===== src/design/ise_pkg.sv =====
package ise_pkg;

  localparam int KEY_W   = 32;
  localparam int IDXIN_W = 10;
  localparam int HI_W    = 11;
  localparam int IDX_W   = 12;
  localparam int SPAN_W  = 10;
  localparam int CNT_W   = 11;

  localparam logic FUNC_WRITE  = 1'b0;
  localparam logic FUNC_SEARCH = 1'b1;

  typedef enum logic [2:0] {
    ST_IDLE,
    ST_RD_LO,
    ST_RD_HI,
    ST_CHK,
    ST_DIV,
    ST_RD_POS,
    ST_CMP,
    ST_FIN
  } state_t;

endpackage


===== src/design/ise_muldiv.sv =====
module ise_muldiv
  import ise_pkg::*;
(
  input  logic              clk,
  input  logic              rst,
  input  logic              start,
  input  logic [KEY_W-1:0]  num,
  input  logic [SPAN_W-1:0] span,
  input  logic [KEY_W-1:0]  den_in,
  output logic              busy,
  output logic [SPAN_W-1:0] quot
);

  localparam int CW = $clog2(SPAN_W);

  logic [KEY_W-1:0]        rem;
  logic [KEY_W-1:0]        den;
  logic [SPAN_W-1:0]       shreg;
  logic [CW-1:0]           cnt;
  logic [KEY_W+SPAN_W-1:0] prod;
  logic [KEY_W:0]          trial;
  logic [KEY_W:0]          diff;
  logic                    ge;

  // quotient never exceeds span, so only SPAN_W long-division steps are needed
  assign prod  = {{SPAN_W{1'b0}}, num} * {{KEY_W{1'b0}}, span};
  assign trial = {rem, shreg[SPAN_W-1]};
  assign diff  = trial - {1'b0, den};
  assign ge    = (trial >= {1'b0, den});
  assign quot  = shreg;

  always_ff @(posedge clk) begin
    if (rst) begin
      busy <= 1'b0;
      cnt  <= '0;
    end else if (start) begin
      busy <= 1'b1;
      cnt  <= '0;
    end else if (busy) begin
      cnt <= cnt + CW'(1);
      if (cnt == CW'(SPAN_W - 1)) begin
        busy <= 1'b0;
      end
    end
  end

  always_ff @(posedge clk) begin
    if (start) begin
      {rem, shreg} <= prod;
      den          <= den_in;
    end else if (busy) begin
      rem   <= ge ? diff[KEY_W-1:0] : trial[KEY_W-1:0];
      shreg <= {shreg[SPAN_W-2:0], ge};
    end
  end

endmodule


===== config.mk =====
export PLATFORM = sky130hd
export DESIGN_NAME = ise_muldiv
export DESIGN_NICKNAME = d
export VERILOG_FILES = /design/src/design/ise_pkg.sv /design/src/design/ise_muldiv.sv
export SDC_FILE = /design/constraint.sdc
export NUM_CORES = 1
export LEC_CHECK = 0
export ABC_CLOCK_PERIOD_IN_PS = 18900
export BUFFER_PORTS_ARGS = -buffer_cell sky130_fd_sc_hd__buf_4
export CORE_AREA = 2 2 168 170
export CTS_CLUSTER_SIZE = 12
export DETAILED_ROUTE_END_ITERATION = 12
export DIE_AREA = 0 0 170 172
export HOLD_SLACK_MARGIN = 0.08
export PLACE_DENSITY = 0.73
export RECOVER_POWER = 100
export SETUP_SLACK_MARGIN = 0.15
export SYNTH_ARGS = -nofsm -noshare
export SYNTH_HDL_FRONTEND = slang
export SYNTH_SLANG_ARGS = --single-unit
export TNS_END_PERCENT = 50

===== constraint.sdc =====
create_clock -name clk -period 18.9 [get_ports clk]
set_clock_uncertainty 0.2 [all_clocks]
set_input_delay 2.835 -clock clk [delete_from_list [all_inputs] [get_ports clk]]
set_output_delay 2.835 -clock clk [all_outputs]
set_load 0.01 [all_outputs]

==> flow_summary_export.csv <==
group,metric,value,unit
place,hpwl,28100,um
sta,finalCritPeriodShare,0.524,
routing,first_pass_iters,7,
power_and_ir_drop,p_sw_frac,0.527,
routing,drcViolationCount,0,
synthesis,syn-cell-area,15100,um2
floorplanning,ioPinCount,88,
run_status,status,"finished with violations",
routing,wl,36200,um
worst_setup_path,worstSetupStartpointType,"primary input",
sta,timing.final.crit_period,9.90,ns
worst_setup_path,crit_chain,"clkbuf_1 -> nand2_1 -> fa_1 -> inv_1 -> fa_1 -> fa_1 -> fa_1 -> inv_1 -> fa_1 -> inv_1 -> ha_1 -> a21oi_1 -> nor2_1 -> o41ai_1 -> a211oi_1 -> nor3_1 -> o21ai_0 -> a21o_1 -> a221oi_1 -> o21ai_0",
synthesis,synth_edf_count,74,
synthesis,syn-num-nets,2099,
clock_tree,cts_buffer_depth,2,
final_layout,finalNetCount,2105,
power_and_ir_drop,power.leakage,7.78,nW
power_and_ir_drop,power.total,3.11,mW
synthesis,synth-seq-cells,79,
min_path,holdCritStartpoint,"cnt[1]$_SDFFE_PP0P_",
floorplanning,die_h,172,um
power_and_ir_drop,vdd.ir_drop.worst,0.000152,V
worst_setup_path,cp.required,18.79,ns
synthesis,syn_avg_cell_area,9.05,um2
worst_setup_path,cp_common_cell,"fa_1",
sta,final_max_slew_viol_count,184,
floorplanning,dieArea,29200,um2
grt,grt-ovfl-total,0,
min_path,hold_class,"reg -> reg",
worst_setup_path,path_delay_family,"adder cells",
worst_setup_path,path_class,"in -> reg",
clock_tree,clkSlewWorstSetupHoldPaths,0.06,ns
synthesis,yosys_warnings,0,
power_and_ir_drop,p_seq_frac,0.108,
job,maxCapViolCount,4,
clock_tree,clock-sinks,79,
min_path,holdPathEnd,"cnt[1]$_SDFFE_PP0P_",
worst_setup_path,ff2ff_path_depth,11,
worst_setup_path,rrSetupSlack,14.70,ns
final_layout,syn_to_final_growth,6.45,%
worst_setup_path,worstSetupEndpointType,"register",
grt,grt_max_degree,57,
run_status,failed_checks,"capacitance limit, slew limit",
power_and_ir_drop,powerDensity,193,nW/um2
sta,finalSetupTns,0,ns
place,gp_congestion,0.917,
power_and_ir_drop,p_int,1.47,mW
floorplanning,die_w,170,um
clock_tree,cts_buffers,9,
sta,hold_viol,0,
worst_setup_path,cpPeakStageDelay,1.22,ns
routing,ant_nets,0,
synthesis,synthArstFlopShare,0,
routing,wire_per_inst,17.8,um
clock_tree,hold_buffers,0,
power_and_ir_drop,p_comb_frac,0.831,
worst_setup_path,crit_slowest_cell,"clkbuf_1",
power_and_ir_drop,switchingPower,1.64,mW
final_layout,post_route_cells_drive_above_1_share,0.0701,
sta,holdWs,0.355,ns
worst_setup_path,cp_max_fo,32,
grt,track_usage,0.265,
grt,antenna_found_initial,0,
routing,drt_iter0_drc,761,
min_path,hold_depth,2,
place,portBuffers,87,
sta,worstMarginPinSlew,3.06,ns
power_and_ir_drop,clock_power_share,0.061,
routing,routed_via_density,5.80,
clock_tree,root_buffer,"clkbuf_16",
clock_tree,clk_latency,0.35,ns
synthesis,seq_area_frac_synth,0.154,
final_layout,antennaDiodeCount,0,
worst_setup_path,rr_startpoint,"rem[3]$_DFFE_PP_",
synthesis,synth.distinct_cells,67,
floorplanning,initial_core_util,0.550,
sta,setup_viol,0,
sta,slew_headroom,-1.04,
worst_setup_path,rr_endpoint,"rem[2]$_DFFE_PP_",
grt,grt_pass1_wl,61600,um
worst_setup_path,arrival,9.79,ns
synthesis,synth_flop_cell,"edfxtp_1",
floorplanning,rows,61,
sta,rsz0062_at_grt,"no",
clock_tree,ctsResizeCount,0,
floorplanning,core_region_area,27500,um2
worst_setup_path,path_buf_inv,4,
grt,grt_pass1_vias,12700,
clock_tree,postCtsSetupBuffers,0,
clock_tree,cts_htree_levels,3,
synthesis,synthCells,1672,
clock_tree,cts_tree,"yes",
sta,max_freq,101,MHz
routing,vias,11800,
-- through the flow --
step                std cells  setup WS [ns]   util  area (um2)
CTS                      2029          10.18  0.588       16200
global placement         2013           9.91  0.576       15800
finish                   2029           9.00  0.586       16100
floorplan                1672          10.43      -       15100
global route             2029           8.61  0.586       16100
detailed placement       2013           9.82  0.576       15800
-- routing by layer --
layer,up-vias,wire [um],global-route usage
met4,0,1100,0.0866
met1,5911,14500,0.329
li1,5403,-,-
met2,373,18800,0.481
met5,-,0,0
met3,88,1810,0.0309
-- cells in the mapped netlist (8+ instances only) --
cell type	n	area [um2]
nand2_1	205	769
nor2_1	54	203
xnor2_1	34	298
ha_1	111	1390
o31ai_1	8	60.1
nor2b_1	9	56.3
nor3_1	14	70.1
and2_1	173	1080
o21bai_1	9	67.6
a21oi_1	86	430
a21o_1	44	330
nand3_1	19	95.1
o21a_1	9	67.6
nand4_1	12	75.1
inv_1	260	976
and3_1	9	56.3
a211oi_1	22	165
edfxtp_1	74	2220
fa_1	239	4780
a31oi_1	12	75.1
mux2_2	8	90.1
xor2_1	30	263
clkbuf_1	78	293
o21ai_0	37	185
a211oi_2	11	138
-- placed cells by master, fill, tap and decap left out, drive strengths merged, types with 3 or more instances in the layout --
cell type,netlist,routed
inv,260,261
fa,239,239
nand2,205,205
and2,173,173
ha,111,111
a21oi,86,86
edfxtp,74,74
clkbuf,78,55
nor2,54,54
a21o,44,44
buf,16,43
o21ai,43,43
xnor2,34,34
a211oi,34,34
xor2,30,30
nand3,19,19
nor3,14,14
nand4,12,12
a31oi,12,12
and3,9,9
o21a,9,9
nor2b,9,9
o21bai,9,9
o31ai,8,8
mux2,8,8
nand2b,7,7
o211ai,7,7
mux2i,6,6
nor4,5,5
a21boi,5,5
dfxtp,5,5
o2111ai,3,3
o31a,3,3
o2bb2ai,3,3
o22ai,3,3
or2,3,3
a31o,3,3
a2111oi,3,3
-- flip-flops by register name (all words and copies together), names as in the netlist --
register / cells
quot: 10
rem: 32
den: 32
cnt: 4
busy: 1
-- worst min-delay path, cell delays in order, from the launching register on --
cell       delay, ns
dfxtp_1         0.34
nor2_1          0.11
a2111oi_0       0.06
-- layout make-up --
class                      instances  area [um2]
tap                              346         433
clock buffer                       9         225
multi-input combinational       1239       11400
clock inverter                     7        96.3
timing repair buffer              89         616
inverter                         260         976
fill                            2450       11400
sequential                        79        2320
-- power groups by stage --
| stage | clock network [mW] | logic [mW] | registers [mW] |
|---|---|---|---|
| after global routing | 0.199 | 2.92 | 0.342 |
| after floorplan | 0 | 2.00 | 0.323 |
| final | 0.191 | 2.59 | 0.337 |
| after detailed placement | 0 | 2.58 | 0.338 |
| after CTS | 0.193 | 2.60 | 0.336 |
| after global placement | 0 | 2.53 | 0.338 |
-- cells by family (layout without fill, tap and decap cells) --
group | count (synthesis) | in the layout | share of synthesized area
AOI/OAI and AO/OA | 291 | 291 | 0.130
xor gates and xnor gates | 64 | 64 | 0.0371
adders and majority gates | 350 | 350 | 0.408
buffers and inverters | 354 | 365 | 0.0906
DFF | 79 | 79 | 0.154
muxes | 14 | 14 | 0.00993
and+or+nand+nor | 520 | 520 | 0.171
-- worst max-delay path by stage --
| stage | endpoint | startpoint | cells past startpoint |
|---|---|---|---|
| 2_1_floorplan | rem[31]$_DFFE_PP_ | span[3] | 21 |
| 3_3_place_gp | rem[31]$_DFFE_PP_ | span[3] | 22 |
| 3_5_place_dp | rem[31]$_DFFE_PP_ | span[3] | 20 |
| 4_1_cts | rem[31]$_DFFE_PP_ | span[3] | 20 |
| 5_1_grt | rem[30]$_DFFE_PP_ | span[3] | 20 |
| 6_report | rem[31]$_DFFE_PP_ | span[3] | 20 |
Note: power is estimated with default switching activity, not from simulation.
